==> src/rtl/next_fit_slot_allocator_assert.svh <==
// assertion macros used by the allocator's bitmap engine
// expects i_clk and i_rst_n in the scope where a macro is used
`ifndef NEXT_FIT_SLOT_ALLOCATOR_ASSERT_SVH
`define NEXT_FIT_SLOT_ALLOCATOR_ASSERT_SVH

// consequent must hold in the same cycle as the antecedent
`define NFSA_ASSERT_NOW(lbl, ante, cons, msg) \
    lbl: assert property (@(posedge i_clk) disable iff (!i_rst_n) (ante) |-> (cons)) \
        else $error(msg);

// consequent must hold in the cycle after the antecedent
`define NFSA_ASSERT_NEXT(lbl, ante, cons, msg) \
    lbl: assert property (@(posedge i_clk) disable iff (!i_rst_n) (ante) |=> (cons)) \
        else $error(msg);

`endif

==> src/rtl/nfsa_pkg.sv <==
// types, codes and helpers of the next-fit slot allocator
// no dependencies; used by every module of the block
`default_nettype none

package nfsa_pkg;

    // field widths and stream widths
    localparam int ACTION_W    = 2;
    localparam int SLOT_W      = 8;
    localparam int STATUS_W    = 2;
    localparam int COUNT_W     = 9;
    localparam int IN_TDATA_W  = 16;
    localparam int OUT_TDATA_W = 24;

    // bitmap organization
    localparam int WORD_BITS = 32;
    localparam int BIT_W     = 5;

    localparam int POOL_SLOTS_DEF = 256;
    localparam int QUEUE_DEPTH    = 4;
    localparam int QPTR_W         = 2;

    typedef enum logic [ACTION_W-1:0] {
        ACT_ALLOC   = 2'd0,
        ACT_RELEASE = 2'd1,
        ACT_CLEAR   = 2'd2,
        ACT_NOP     = 2'd3
    } t_action;

    typedef enum logic [STATUS_W-1:0] {
        ST_DONE     = 2'd0,
        ST_FULL     = 2'd1,
        ST_WAS_FREE = 2'd2
    } t_status;

    // command kind after classification in the front
    typedef enum logic [2:0] {
        K_ALLOC,
        K_RELEASE,
        K_BAD_RELEASE,
        K_CLEAR,
        K_NOP
    } t_cmd_kind;

    typedef struct packed {
        t_cmd_kind         kind;
        logic [SLOT_W-1:0] idx;
    } t_cmd;

    typedef enum logic [1:0] {
        B_IDLE,
        B_SCAN,
        B_REL
    } t_back_state;

    // index of the lowest set bit, zero when none is set
    function automatic logic [BIT_W-1:0] first_one(input logic [WORD_BITS-1:0] v);
        logic [BIT_W-1:0] pos;
        pos = '0;
        for (int i = WORD_BITS - 1; i >= 0; i--) begin
            if (v[i]) begin
                pos = BIT_W'(i);
            end
        end
        return pos;
    endfunction

endpackage

`default_nettype wire

==> src/rtl/nfsa_front.sv <==
// front classifier: decodes the action and range-checks release indexes
// depends on nfsa_pkg
`default_nettype none

module nfsa_front
    import nfsa_pkg::*;
#(
    parameter int POOL_SLOTS = POOL_SLOTS_DEF
) (
    input  wire logic [ACTION_W-1:0] i_action,
    input  wire logic [SLOT_W-1:0]   i_slot_index,
    output t_cmd                     o_cmd
);

    logic idx_in_pool;

    // a release beyond the pool acts as a release of a free slot
    assign idx_in_pool = {24'd0, i_slot_index} < 32'(POOL_SLOTS);

    // classify the item
    always_comb begin
        o_cmd.idx = i_slot_index;
        case (i_action)
            ACT_ALLOC:   o_cmd.kind = K_ALLOC;
            ACT_RELEASE: o_cmd.kind = idx_in_pool ? K_RELEASE : K_BAD_RELEASE;
            ACT_CLEAR:   o_cmd.kind = K_CLEAR;
            default:     o_cmd.kind = K_NOP;
        endcase
    end

endmodule

`default_nettype wire

==> src/rtl/nfsa_fifo.sv <==
// short command queue between the front and the bitmap engine
// depends on nfsa_pkg
`default_nettype none

module nfsa_fifo
    import nfsa_pkg::*;
(
    input  wire logic i_clk,
    input  wire logic i_rst_n,
    input  wire logic i_push,
    input  wire t_cmd i_cmd,
    input  wire logic i_pop,
    output wire logic o_full,
    output wire logic o_empty,
    output t_cmd      o_cmd
);

    t_cmd              r_mem [QUEUE_DEPTH];
    logic [QPTR_W-1:0] r_wr_ptr;
    logic [QPTR_W-1:0] r_rd_ptr;
    logic [QPTR_W:0]   r_fill;
    logic              do_push;
    logic              do_pop;

    assign o_full  = r_fill == (QPTR_W + 1)'(QUEUE_DEPTH);
    assign o_empty = r_fill == '0;
    assign o_cmd   = r_mem[r_rd_ptr];
    assign do_push = i_push && !o_full;
    assign do_pop  = i_pop && !o_empty;

    // pointers and fill level
    always_ff @(posedge i_clk) begin
        if (!i_rst_n) begin
            r_wr_ptr <= '0;
            r_rd_ptr <= '0;
            r_fill   <= '0;
        end else begin
            if (do_push) begin
                r_wr_ptr <= r_wr_ptr + QPTR_W'(1);
            end
            if (do_pop) begin
                r_rd_ptr <= r_rd_ptr + QPTR_W'(1);
            end
            case ({do_push, do_pop})
                2'b10:   r_fill <= r_fill + (QPTR_W + 1)'(1);
                2'b01:   r_fill <= r_fill - (QPTR_W + 1)'(1);
                default: r_fill <= r_fill;
            endcase
        end
    end

    // entry storage
    always_ff @(posedge i_clk) begin
        if (do_push) begin
            r_mem[r_wr_ptr] <= i_cmd;
        end
    end

endmodule

`default_nettype wire

==> src/rtl/nfsa_back.sv <==
// bitmap engine: word-wise next-fit scan, release and clear, result register
// depends on nfsa_pkg and next_fit_slot_allocator_assert.svh
`default_nettype none

`include "next_fit_slot_allocator_assert.svh"

module nfsa_back
    import nfsa_pkg::*;
#(
    parameter int POOL_SLOTS = POOL_SLOTS_DEF
) (
    input  wire logic                i_clk,
    input  wire logic                i_rst_n,
    input  wire logic                i_q_empty,
    input  wire t_cmd                i_q_cmd,
    output wire logic                o_q_pop,
    output wire logic                o_m_tvalid,
    input  wire logic                i_m_tready,
    output t_status                  o_status,
    output wire logic [SLOT_W-1:0]   o_slot,
    output wire logic [COUNT_W-1:0]  o_count
);

    localparam int NUM_WORDS = (POOL_SLOTS + WORD_BITS - 1) / WORD_BITS;
    localparam int WORD_AW   = (NUM_WORDS > 1) ? $clog2(NUM_WORDS) : 1;
    localparam int IDX_W     = WORD_AW + BIT_W;
    localparam int CNT_W     = $clog2(POOL_SLOTS + 1);
    localparam int PROBE_W   = $clog2(NUM_WORDS + 1);
    localparam int TAIL_BITS = POOL_SLOTS - WORD_BITS * (NUM_WORDS - 1);
    localparam logic [WORD_BITS-1:0] TAIL_MASK =
        WORD_BITS'((64'd1 << TAIL_BITS) - 64'd1);
    localparam logic [WORD_AW-1:0] LAST_WORD = WORD_AW'(NUM_WORDS - 1);
    localparam logic [IDX_W-1:0]   LAST_SLOT = IDX_W'(POOL_SLOTS - 1);

    // bitmap memory with one valid bit per row
    logic [WORD_BITS-1:0] r_bitmap [NUM_WORDS];
    logic [NUM_WORDS-1:0] r_row_valid, n_row_valid;
    logic [WORD_BITS-1:0] r_rd_data;
    logic                 r_rd_ok;

    t_back_state          r_state, n_state;
    logic [IDX_W-1:0]     r_ptr, n_ptr;
    logic [CNT_W-1:0]     r_count, n_count;
    logic [WORD_AW-1:0]   r_word_addr, n_word_addr;
    logic [PROBE_W-1:0]   r_probe, n_probe;
    logic [IDX_W-1:0]     r_rel_idx, n_rel_idx;
    logic                 r_out_valid, n_out_valid;
    t_status              r_out_status, n_out_status;
    logic [SLOT_W-1:0]    r_out_slot, n_out_slot;
    logic [COUNT_W-1:0]   r_out_count, n_out_count;

    logic                 q_pop;
    logic                 pool_full;
    logic [WORD_AW-1:0]   ptr_word;
    logic [BIT_W-1:0]     ptr_bit;
    logic [WORD_BITS-1:0] below_mask;
    logic [WORD_BITS-1:0] rd_word;
    logic [WORD_BITS-1:0] scan_used;
    logic [WORD_BITS-1:0] scan_free;
    logic                 scan_hit;
    logic [BIT_W-1:0]     hit_bit;
    logic [IDX_W-1:0]     hit_slot;
    logic [IDX_W-1:0]     hit_next;
    logic [WORD_AW-1:0]   next_word;
    logic [IDX_W-1:0]     cmd_idx;
    logic [BIT_W-1:0]     rel_bit;
    logic                 rel_used;
    logic                 rd_en;
    logic [WORD_AW-1:0]   rd_addr;
    logic                 wr_en;
    logic [WORD_AW-1:0]   wr_addr;
    logic [WORD_BITS-1:0] wr_data;

    // take a command only with the result register empty
    assign q_pop     = (r_state == B_IDLE) && !i_q_empty && !r_out_valid;
    assign o_q_pop   = q_pop;
    assign pool_full = r_count == CNT_W'(POOL_SLOTS);

    // scan datapath: rows never written read as all free
    assign ptr_word   = r_ptr[IDX_W-1:BIT_W];
    assign ptr_bit    = r_ptr[BIT_W-1:0];
    assign below_mask = (WORD_BITS'(1) << ptr_bit) - WORD_BITS'(1);
    assign rd_word    = r_rd_ok ? r_rd_data : '0;
    assign scan_used  = rd_word
                      | ((r_word_addr == LAST_WORD) ? ~TAIL_MASK : '0)
                      | ((r_probe == '0) ? below_mask : '0)
                      | ((r_probe == PROBE_W'(NUM_WORDS)) ? ~below_mask : '0);
    assign scan_free  = ~scan_used;
    assign scan_hit   = |scan_free;
    assign hit_bit    = first_one(scan_free);
    assign hit_slot   = {r_word_addr, hit_bit};
    assign hit_next   = (hit_slot == LAST_SLOT) ? '0 : hit_slot + IDX_W'(1);
    assign next_word  = (r_word_addr == LAST_WORD) ? '0 : r_word_addr + WORD_AW'(1);

    // release datapath
    assign cmd_idx  = IDX_W'(i_q_cmd.idx);
    assign rel_bit  = r_rel_idx[BIT_W-1:0];
    assign rel_used = rd_word[rel_bit];

    // next state
    always_comb begin
        n_state = r_state;
        case (r_state)
            B_IDLE: begin
                if (q_pop) begin
                    if (i_q_cmd.kind == K_ALLOC && !pool_full) begin
                        n_state = B_SCAN;
                    end else if (i_q_cmd.kind == K_RELEASE) begin
                        n_state = B_REL;
                    end
                end
            end
            B_SCAN: begin
                if (scan_hit) begin
                    n_state = B_IDLE;
                end
            end
            B_REL:   n_state = B_IDLE;
            default: n_state = B_IDLE;
        endcase
    end

    // datapath controls and register updates
    always_comb begin
        n_row_valid  = r_row_valid;
        n_ptr        = r_ptr;
        n_count      = r_count;
        n_word_addr  = r_word_addr;
        n_probe      = r_probe;
        n_rel_idx    = r_rel_idx;
        n_out_valid  = r_out_valid && !i_m_tready;
        n_out_status = r_out_status;
        n_out_slot   = r_out_slot;
        n_out_count  = r_out_count;
        rd_en        = 1'b0;
        rd_addr      = ptr_word;
        wr_en        = 1'b0;
        wr_addr      = r_word_addr;
        wr_data      = rd_word;
        case (r_state)
            B_IDLE: begin
                if (q_pop) begin
                    case (i_q_cmd.kind)
                        K_ALLOC: begin
                            if (pool_full) begin
                                n_out_valid  = 1'b1;
                                n_out_status = ST_FULL;
                                n_out_slot   = '0;
                                n_out_count  = COUNT_W'(r_count);
                            end else begin
                                rd_en       = 1'b1;
                                rd_addr     = ptr_word;
                                n_word_addr = ptr_word;
                                n_probe     = '0;
                            end
                        end
                        K_RELEASE: begin
                            rd_en     = 1'b1;
                            rd_addr   = cmd_idx[IDX_W-1:BIT_W];
                            n_rel_idx = cmd_idx;
                        end
                        K_BAD_RELEASE: begin
                            n_out_valid  = 1'b1;
                            n_out_status = ST_WAS_FREE;
                            n_out_slot   = '0;
                            n_out_count  = COUNT_W'(r_count);
                        end
                        K_CLEAR: begin
                            n_row_valid  = '0;
                            n_ptr        = '0;
                            n_count      = '0;
                            n_out_valid  = 1'b1;
                            n_out_status = ST_DONE;
                            n_out_slot   = '0;
                            n_out_count  = '0;
                        end
                        default: begin
                            n_out_valid  = 1'b1;
                            n_out_status = ST_DONE;
                            n_out_slot   = '0;
                            n_out_count  = COUNT_W'(r_count);
                        end
                    endcase
                end
            end
            B_SCAN: begin
                if (scan_hit) begin
                    wr_en                    = 1'b1;
                    wr_addr                  = r_word_addr;
                    wr_data                  = rd_word | (WORD_BITS'(1) << hit_bit);
                    n_row_valid[r_word_addr] = 1'b1;
                    n_ptr                    = hit_next;
                    n_count                  = r_count + CNT_W'(1);
                    n_out_valid              = 1'b1;
                    n_out_status             = ST_DONE;
                    n_out_slot               = SLOT_W'(hit_slot);
                    n_out_count              = COUNT_W'(r_count + CNT_W'(1));
                end else begin
                    rd_en       = 1'b1;
                    rd_addr     = next_word;
                    n_word_addr = next_word;
                    n_probe     = r_probe + PROBE_W'(1);
                end
            end
            B_REL: begin
                n_out_valid = 1'b1;
                n_out_slot  = '0;
                if (rel_used) begin
                    wr_en                                  = 1'b1;
                    wr_addr                                = r_rel_idx[IDX_W-1:BIT_W];
                    wr_data                                = rd_word & ~(WORD_BITS'(1) << rel_bit);
                    n_row_valid[r_rel_idx[IDX_W-1:BIT_W]]  = 1'b1;
                    n_count                                = r_count - CNT_W'(1);
                    n_out_status                           = ST_DONE;
                    n_out_count                            = COUNT_W'(r_count - CNT_W'(1));
                end else begin
                    n_out_status = ST_WAS_FREE;
                    n_out_count  = COUNT_W'(r_count);
                end
            end
            default: begin
                n_out_valid = r_out_valid && !i_m_tready;
            end
        endcase
    end

    // control registers
    always_ff @(posedge i_clk) begin
        if (!i_rst_n) begin
            r_state     <= B_IDLE;
            r_row_valid <= '0;
            r_ptr       <= '0;
            r_count     <= '0;
            r_out_valid <= 1'b0;
        end else begin
            r_state     <= n_state;
            r_row_valid <= n_row_valid;
            r_ptr       <= n_ptr;
            r_count     <= n_count;
            r_out_valid <= n_out_valid;
        end
    end

    // payload registers
    always_ff @(posedge i_clk) begin
        r_word_addr  <= n_word_addr;
        r_probe      <= n_probe;
        r_rel_idx    <= n_rel_idx;
        r_out_status <= n_out_status;
        r_out_slot   <= n_out_slot;
        r_out_count  <= n_out_count;
    end

    // bitmap memory, registered read
    always_ff @(posedge i_clk) begin
        if (wr_en) begin
            r_bitmap[wr_addr] <= wr_data;
        end
        if (rd_en) begin
            r_rd_data <= r_bitmap[rd_addr];
            r_rd_ok   <= r_row_valid[rd_addr];
        end
    end

    assign o_m_tvalid = r_out_valid;
    assign o_status   = r_out_status;
    assign o_slot     = r_out_slot;
    assign o_count    = r_out_count;

    // checks
    `NFSA_ASSERT_NOW(a_busy_out_empty, r_state != B_IDLE, !r_out_valid, "result pending while busy")
    `NFSA_ASSERT_NOW(a_scan_one_lap, r_state == B_SCAN, r_probe <= PROBE_W'(NUM_WORDS), "scan overran one lap")
    `NFSA_ASSERT_NEXT(a_alloc_count, r_state == B_SCAN && scan_hit, r_count == $past(r_count) + CNT_W'(1), "count not raised")
    `NFSA_ASSERT_NEXT(a_clear_state, q_pop && i_q_cmd.kind == K_CLEAR, r_count == '0 && r_ptr == '0 && r_row_valid == '0 && r_out_valid, "clear incomplete")

endmodule

`default_nettype wire

==> src/rtl/next_fit_slot_allocator.sv <==
// top level of the next-fit slot allocator: front classifier, queue, bitmap engine
// depends on nfsa_pkg, nfsa_front, nfsa_fifo, nfsa_back
//
//  port group   dir  tdata fields (lsb first)                       handshake
//  s (request)  in   action[1:0] slot_index[9:2], zero pad to 16     i_s_tvalid/o_s_tready
//  m (result)   out  status[1:0] granted_slot[9:2] live_count[18:10] o_m_tvalid/i_m_tready
//
// allocate reads one bitmap word per cycle from the bitmap memory, scanning at most one lap
// of the words back to the start word; a full pool answers without a scan
// release reads the word, then writes it back; clear and no-op need no bitmap access
// reset is synchronous and needs no clearing pass: per-row valid bits mark rows as free
// requests enter a 4-entry queue and are accepted while a result waits downstream
`default_nettype none

module next_fit_slot_allocator
    import nfsa_pkg::*;
#(
    parameter int POOL_SLOTS = POOL_SLOTS_DEF
) (
    input  wire logic                   i_clk,
    input  wire logic                   i_rst_n,
    input  wire logic                   i_s_tvalid,
    output wire logic                   o_s_tready,
    input  wire logic [IN_TDATA_W-1:0]  i_s_tdata,   // action, slot_index
    output wire logic                   o_m_tvalid,
    input  wire logic                   i_m_tready,
    output wire logic [OUT_TDATA_W-1:0] o_m_tdata    // status, granted_slot, live_count
);

    t_cmd               front_cmd;
    t_cmd               q_cmd;
    logic               q_full;
    logic               q_empty;
    logic               q_pop;
    t_status            res_status;
    logic [SLOT_W-1:0]  res_slot;
    logic [COUNT_W-1:0] res_count;

    // request decode
    nfsa_front #(
        .POOL_SLOTS (POOL_SLOTS)
    ) u_front (
        .i_action     (i_s_tdata[ACTION_W-1:0]),
        .i_slot_index (i_s_tdata[ACTION_W+SLOT_W-1:ACTION_W]),
        .o_cmd        (front_cmd)
    );

    // request queue
    nfsa_fifo u_fifo (
        .i_clk   (i_clk),
        .i_rst_n (i_rst_n),
        .i_push  (i_s_tvalid),
        .i_cmd   (front_cmd),
        .i_pop   (q_pop),
        .o_full  (q_full),
        .o_empty (q_empty),
        .o_cmd   (q_cmd)
    );

    assign o_s_tready = !q_full;

    // bitmap engine
    nfsa_back #(
        .POOL_SLOTS (POOL_SLOTS)
    ) u_back (
        .i_clk      (i_clk),
        .i_rst_n    (i_rst_n),
        .i_q_empty  (q_empty),
        .i_q_cmd    (q_cmd),
        .o_q_pop    (q_pop),
        .o_m_tvalid (o_m_tvalid),
        .i_m_tready (i_m_tready),
        .o_status   (res_status),
        .o_slot     (res_slot),
        .o_count    (res_count)
    );

    // result packing
    assign o_m_tdata = {(OUT_TDATA_W - STATUS_W - SLOT_W - COUNT_W)'(0),
                        res_count, res_slot, res_status};

endmodule

`default_nettype wire

==> config.mk <==
export PLATFORM = sky130hd
export DESIGN_NAME = next_fit_slot_allocator
export DESIGN_NICKNAME = d
export VERILOG_FILES = /design/src/rtl/nfsa_pkg.sv /design/src/rtl/nfsa_front.sv /design/src/rtl/nfsa_fifo.sv /design/src/rtl/nfsa_back.sv /design/src/rtl/next_fit_slot_allocator.sv
export VERILOG_INCLUDE_DIRS = /design/src /design/src/rtl
export SDC_FILE = /design/constraint.sdc
export NUM_CORES = 1
export LEC_CHECK = 0
export BUFFER_PORTS_ARGS = -buffer_cell sky130_fd_sc_hd__buf_4
export CORE_AREA = 4 4 219 221
export DETAILED_ROUTE_END_ITERATION = 8
export DIE_AREA = 0 0 223 225
export GPL_TIMING_DRIVEN = 0
export RECOVER_POWER = 50
export SLEW_MARGIN = 0
export SYNTH_ARGS = -nofsm -noshare
export SYNTH_HDL_FRONTEND = slang
export SYNTH_SLANG_ARGS = --single-unit
==> constraint.sdc <==
create_clock -name i_clk -period 9.2 [get_ports i_clk]
set_input_delay 0.92 -clock i_clk [delete_from_list [all_inputs] [get_ports i_clk]]
set_output_delay 0.92 -clock i_clk [all_outputs]
set_load 0.1 [all_outputs]
# Yosys cells after proc, flatten, opt, wreduce, memory -nomap -nowiden
# Memory sizes are Yosys's and may differ from the RTL's. A register that Yosys moved wholly into a read port is not among the register bits.
# Index checks and enable logic that the tools add are counted.
op_classes:
  magnitude_cmp: 6
  add_sub_neg: 10
  div: 0
  mul: 0
  n_bitwise: 9
  n_eq_ne: 24
  n_reduce_logical: 29
  muxes: 116
  n_shift: 3
ops:
  columns: ["op", "count"]
  rows:
  - ["$mux 32", 5]
  - ["$mux 5", 32]
  - ["$not 32->32", 3]
  - ["$or 32x32->32", 3]
  - ["$shl 1x5->32 const A", 3]
  - ["$pmux 9 s3", 3]
  - ["$mux 8", 9]
  - ["$pmux 32 s2", 1]
  - ["$mux 9", 6]
  - ["$pmux 8 s3", 2]
  - ["$and 32x32->32", 1]
  - ["$pmux 8 s2", 2]
  - ["$reduce_or 32->1", 1]
  - ["$sub 32x2->32 const B", 1]
  - ["$mux 3", 10]
  - ["$mux 2", 9]
  - ["$pmux 3 s2", 3]
  - ["$mux 1", 16]
  - ["$mux 4", 4]
  - ["$or 8x8->8", 2]
  - ["$reduce_and 5->1", 3]
  - ["$lt 3x4->1 const B", 3]
  - ["$ne 2x2->1 const B", 6]
  - ["$pmux 2 s3", 2]
  - ["37 further kinds", 67]
word_totals:
  latch_bits: 0
  mem_bits_ro: 0
  regBits: 70
  memories: 2
  ram_bits: 300
mem_list:
  columns: ["memory", "words", "width", "read_ports", "rd_clocked_by_memory_dff", "wr", "line_no", "rtl"]
  rows:
  - ["u_back.r_bitmap", 8, 32, 1, 1, 1, "nfsa_back.sv:36", "logic [WORD_BITS-1:0] r_bitmap [NUM_WORDS];"]
  - ["u_fifo.r_mem", 4, 11, 1, 1, 1, "nfsa_fifo.sv:18", "t_cmd r_mem [QUEUE_DEPTH];"]

# Longest topological paths before layout
logic_depth:
  ltp_word: 42
  ltp_mapped: 23

# By module
# A second synthesis with hierarchy kept.
hier_totals:
  cells_unflattened: 1728
  area_unflattened_um2: 20339.5
modules_own_cells:
  columns: ["mod", "area_per_inst_um2", "cells_each", "n_inst"]
  rows:
  - ["nfsa_back", 18122.4, 1598, 1]
  - ["nfsa_fifo", 2079.5, 111, 1]
  - ["nfsa_front", 92.6, 12, 1]
  - ["next_fit_slot_allocator", 45.0, 7, 1]

# Worst setup path before layout
# No wires, ideal clock.
synth_path:
  path_type: "reg2reg"
  startpoint: "register u_back.r_ptr[0]"
  endpoint: "memory u_back.r_bitmap[7][0] (enable)"
  period_less_slack_ps: 5730
  n_path_buf: 6
  path_stages_with_launch: 21
  path_slack_ps: 3470
  arrival_time_ps: 5269
  cell_sequence: "dfxtp_1 buf_4 buf_4 nor2_2 nand2_1 ha_1 buf_2 buf_6 buf_4 nand4_1 o311a_1 nand2_1 a32oi_1 nand3_1 and4_4 buf_6 nand2_2 nand2_1 o22ai_1 nand2_1 nor3_1"
synth_between:
  elab_chain_cells: 11
  word_cells_on_any_way: 13
synth_lines:
  columns: ["element", "line_no", "rtl"]
  rows:
  - ["start, declared", "nfsa_back.sv:42", "logic [IDX_W-1:0] r_ptr, n_ptr;"]
  - ["start signal, assigned", "nfsa_back.sv:238", "r_ptr <= n_ptr;"]
  - ["$shl 1x5->32 (*)", "nfsa_back.sv:82", "assign below_mask = (WORD_BITS'(1) << ptr_bit) - WORD_BITS'(1);"]
  - ["$sub 32x2->32 (*)", "nfsa_back.sv:82", null]
  - ["$mux 32 / $not 32->32 (equally long branches)", "nfsa_back.sv:86, nfsa_back.sv:87", null]
  - ["$or 32x32->32 / $mux 32 (equally long branches)", "nfsa_back.sv:86, nfsa_back.sv:87", null]
  - ["$or 32x32->32 (*)", "nfsa_back.sv:87", "| ((r_probe == PROBE_W'(NUM_WORDS)) ? ~below_mask : '0);"]
  - ["$not 32->32 (*)", "nfsa_back.sv:88", "assign scan_free = ~scan_used;"]
  - ["$reduce_or 32->1 (*)", "nfsa_back.sv:89", "assign scan_hit = |scan_free;"]
  - ["$mux 1 (*)", "nfsa_back.sv:187", "if (scan_hit) begin"]
  - ["$pmux 1 s2 (*)", "nfsa_back.sv:140", "case (r_state)"]
  - ["$mux 1 (*)", "nfsa_back.sv:256", "if (wr_en) begin"]
  - ["$mux 1 (not written as such) (*)", "nfsa_back.sv:257", "r_bitmap[wr_addr] <= wr_data;"]
  - ["end, declared", "nfsa_back.sv:36", null]
# Every way passes the cells marked *; elsewhere a longest branch is shown, timed or not.

# Worst setup path after layout
layout_path:
  startpoint: "register u_back.r_ptr[0]"
  endpoint: "register u_back.r_rd_data[4], read port of u_back.r_bitmap (enable)"
layout_between:
  elab_chain_cells: 9
  word_cells_on_any_way: 13
layout_lines:
  columns: ["element", "line_no", "rtl"]
  rows:
  - ["$shl 1x5->32 (*)", "nfsa_back.sv:82", null]
  - ["$sub 32x2->32 (*)", "nfsa_back.sv:82", null]
  - ["$mux 32 / $not 32->32 (equally long branches)", "nfsa_back.sv:86, nfsa_back.sv:87", null]
  - ["$or 32x32->32 / $mux 32 (equally long branches)", "nfsa_back.sv:86, nfsa_back.sv:87", null]
  - ["$or 32x32->32 (*)", "nfsa_back.sv:87", null]
  - ["$not 32->32 (*)", "nfsa_back.sv:88", null]
  - ["$reduce_or 32->1 (*)", "nfsa_back.sv:89", null]
  - ["$mux 1 (*)", "nfsa_back.sv:187", null]
  - ["$pmux 1 s2 (*)", "nfsa_back.sv:140", null]
  - ["net u_back.rd_en", "nfsa_back.sv:68", "logic rd_en;"]
  - ["end, declared", "nfsa_back.sv:38", "logic [WORD_BITS-1:0] r_rd_data;"]
# The timed path passes the listed nets; every way through them passes the cells marked *.
# A chain may end at the register's enable or synchronous reset.

==> flow_metrics.py <==
metrics = {
    "status": {
        "run_status": "finished with violations",
        "violations": "capacitance limit, slew limit",
    },
    "final_layout": {
        "finish.utilization_pct": 49.7,
        "area_delta_synth_final_pct": 11.8,
        "fillers": 4067,
        "final_area_mm2": 0.0230,
        "layout-drive-gt1-share_pct": 12.4,
        "diodes": 0,
        "finalNonFillerCells": 2378,
        "nNetsFinal": 1786,
    },
    "drt": {
        "drc": 0,
        "drt-wirelength-per-cell_um": 25.0,
        "drt-pass1-iter-count": 6,
        "avgViaCountPerCell": 6.07,
        "route.vias.total": 14439,
        "drt-total-wl_um": 59400,
        "drt_iter0_markers": 1343,
        "drtAntennaViolNets": 0,
    },
    "worst_setup_path": {
        "cp.required_ns": 9.33,
        "cp.arrival_ns": 7.44,
        "crit_slowest_cell": "clkbuf_1",
        "critPathMaxStageDelay_ns": 1.67,
        "worst_setup_path_start_kind": "flip-flop",
        "setup.worst_path.end_class": "flip-flop",
        "path_cells": "buf_4, buf_4, nor2_1, nand2_1, ha_1, clkbuf_1, clkbuf_1, buf_4, nand2_1, mux2i_1, o21ai_0, nand4_1, nor3_1, and2_0, nand2_1, nand2_2, clkbuf_1",
        "crit_family": "buffers and inverters",
        "reg2reg_slack_ns": 1.88,
        "worst-path-max-fanout": 33,
        "crit_buf_inv": 6,
        "critical_path_class": "flip-flop to flip-flop",
    },
    "placement": {
        "dp_hpwl_um": 43300,
        "place_ws_ns": 3.14,
        "dp.cells": 2303,
        "placed_cell_area_mm2": 0.0219,
        "io_buffers": 34,
        "gp_congestion": 0.959,
    },
    "synth": {
        "synth_warnings": 0,
        "postSynthCellCount": 1643,
        "synth_common_cells": "edfxtp_1, nand2_1, mux2i_1, o21ai_0, a21oi_1",
        "synth_area_mm2": 0.0205,
        "synth_edf_count": 367,
        "yosysMostFrequentCell": "edfxtp_1",
        "async_flop_share_pct": 0,
        "synth_cell_types": 111,
        "synth_top_cell_by_area": "edfxtp_1",
        "synth_seq_area_share_pct": 57.3,
        "postSynthAreaPerCell_um2": 12.5,
        "ys.flop_type": "edfxtp_1",
        "ys_ff_latch": 404,
        "synth_top_area_share_pct": 53.7,
        "synth.area.top_cells": "edfxtp_1, mux2i_1, dfxtp_1",
    },
    "floorplanning": {
        "die_y_um": 225,
        "dieArea_mm2": 0.0502,
        "io_pins": 46,
        "die_w_um": 223,
        "initial_utilization_pct": 44.5,
        "rows": 79,
        "core-area_mm2": 0.0462,
    },
    "global_routing": {
        "gr-total-overflow": 0,
        "grt_pass1_wl_um": 89600,
        "antenna_found_initial": 0,
        "grt_util_all_layers_pct": 23.3,
        "grt_pass1_vias": 14168,
        "grt_max_degree": 34,
    },
    "cts": {
        "tritoncts": "done",
        "hold_buffers": 0,
        "cts_buffers": 43,
        "cts_resized": 0,
        "root_buffer": "clkbuf_16",
        "cts_setup_buffers": 0,
        "clkTransAtPathRegs_ns": 0.07,
        "htree_levels": 2,
        "clk_latency_ns": 0.59,
        "cts_sinks": 404,
        "cts_buffer_depth": 3,
    },
    "job": {
        "drv_cap": 7,
    },
    "timing": {
        "rsz0062_at_grt": "no",
        "max_slew_margin_pct": -58.1,
        "timing.final.ws_setup_ns": 1.88,
        "clock.fmax_ghz": 0.137,
        "tightest_slew_ns": 2.37,
        "finClkSkew_ns": 0.0309,
        "fin_crit_ns": 7.32,
        "fin_setup_tns_ns": 0,
        "finalHoldViolCount": 0,
        "final_max_slew_viol_count": 142,
        "setup_viol": 0,
        "finalCritPeriodShare_pct": 79.5,
    },
    "power_and_ir_drop": {
        "p_leak_nw": 8.72,
        "vdd_drop_max_mv": 0.463,
        "power_density_mw_per_mm2": 272,
    },
    "min_path": {
        "hold_class": "flip-flop to flip-flop",
    },
}
-- flip-flops by register name (all words and copies together) (netlist names), 2 cells and up, named ones only --
| register | flops |
|---|---|
| u_fifo.r_mem | 44 |
| u_fifo.r_wr_ptr | 2 |
| u_back.o_slot | 8 |
| u_fifo.r_fill | 3 |
| u_back.r_row_valid | 8 |
| u_back.r_word_addr | 3 |
| u_back.r_rd_data | 32 |
| u_back.r_rel_idx | 8 |
| u_back.r_bitmap | 256 |
| u_back.r_ptr | 8 |
| u_back.r_probe | 4 |
| u_back.r_count | 9 |
| u_fifo.r_rd_ptr | 2 |
| u_back.o_status | 2 |
| u_back.o_count | 9 |
| u_back.r_state | 2 |
-- cell usage in the layout, fill, tap and decap left out, types with 26 or more instances in the layout --
master / synthesis / routed
edfxtp_1: 367 / 367
nand2_1: 152 / 152
mux2i_1: 139 / 139
clkbuf_1: 41 / 94
o21ai_0: 91 / 94
a21oi_1: 75 / 75
nor2_1: 68 / 69
clkbuf_16: 0 / 43
inv_1: 40 / 40
a22o_1: 39 / 39
dfxtp_1: 37 / 37
nand3_1: 33 / 33
a221oi_2: 30 / 30
buf_4: 23 / 27
a21o_1: 26 / 26
-- final cells by class --
class	count	area, µm²	area share [%]
Tap cell	607	759	3.31
Clock inverter	26	244	1.06
Multi-Input combinational cell	1088	7910	34.4
Sequential cell	404	11800	51.2
Clock buffer	49	1100	4.79
Inverter	41	154	0.670
Timing Repair Buffer	49	360	1.57
Buffer	114	674	2.94
-- where the power goes --
| part | internal, mW | leakage [nW] | total [mW] | switching, mW |
|---|---|---|---|---|
| logic | 0.564 | 4.40 | 2.11 | 1.54 |
| registers | 2.35 | 3.67 | 2.47 | 0.123 |
| clock network | 0.948 | 0.655 | 1.65 | 0.707 |
-- tightest hold or removal path: cells and delay by family (launching register included) --
kind / cells / cell delay [ns]
flip-flops: 1 / 0.33
AND/OR/NAND/NOR: 1 / 0.07
AO/OA/AOI/OAI: 1 / 0.04
-- routing by layer --
layer | part of all wire [%] | track usage, % | up-vias
met4 | 2.2 | 5.83 | 0
met5 | 0 | 0 | -
met1 | 46 | 34.1 | 7254
met2 | 45 | 36.6 | 544
li1 | - | - | 6547
met3 | 6.7 | 3.71 | 94
-- cell families (layout without fill, tap and decap cells) --
group,Yosys count,count (layout),synth area share [%]
AOI/OAI and AO/OA,449,449,16.5
and+or+nand+nor,423,423,10.4
DFF,404,404,57.3
muxes,163,163,9.08
buffers and inverters,155,279,4.14
adders and majority gates,25,25,1.56
xor gates and xnor gates,23,23,0.981
other,1,5,0.0183
-- metrics by stage --
step | hold WS, ns | power [mW]
CTS | 0.476 | 6.31
floorplan | 0.436 | 3.95
finish | 0.474 | 6.23
global placement | 0.452 | 4.60
global route | 0.507 | 6.51
detailed placement | 0.463 | 4.64
-- final timing paths --
path | start | endpoint | cells past startpoint
hold / removal | u_back.r_row_valid[2] | u_back.r_row_valid[2] | 2
hold reg to reg | u_back.r_row_valid[2] | u_back.r_row_valid[2] | 2
setup / recovery | u_back.r_ptr[0] | u_back.r_rd_data[4] | 17
setup reg to reg | u_back.r_ptr[0] | u_back.r_rd_data[4] | 17
Power figures use the tool's default switching activity.
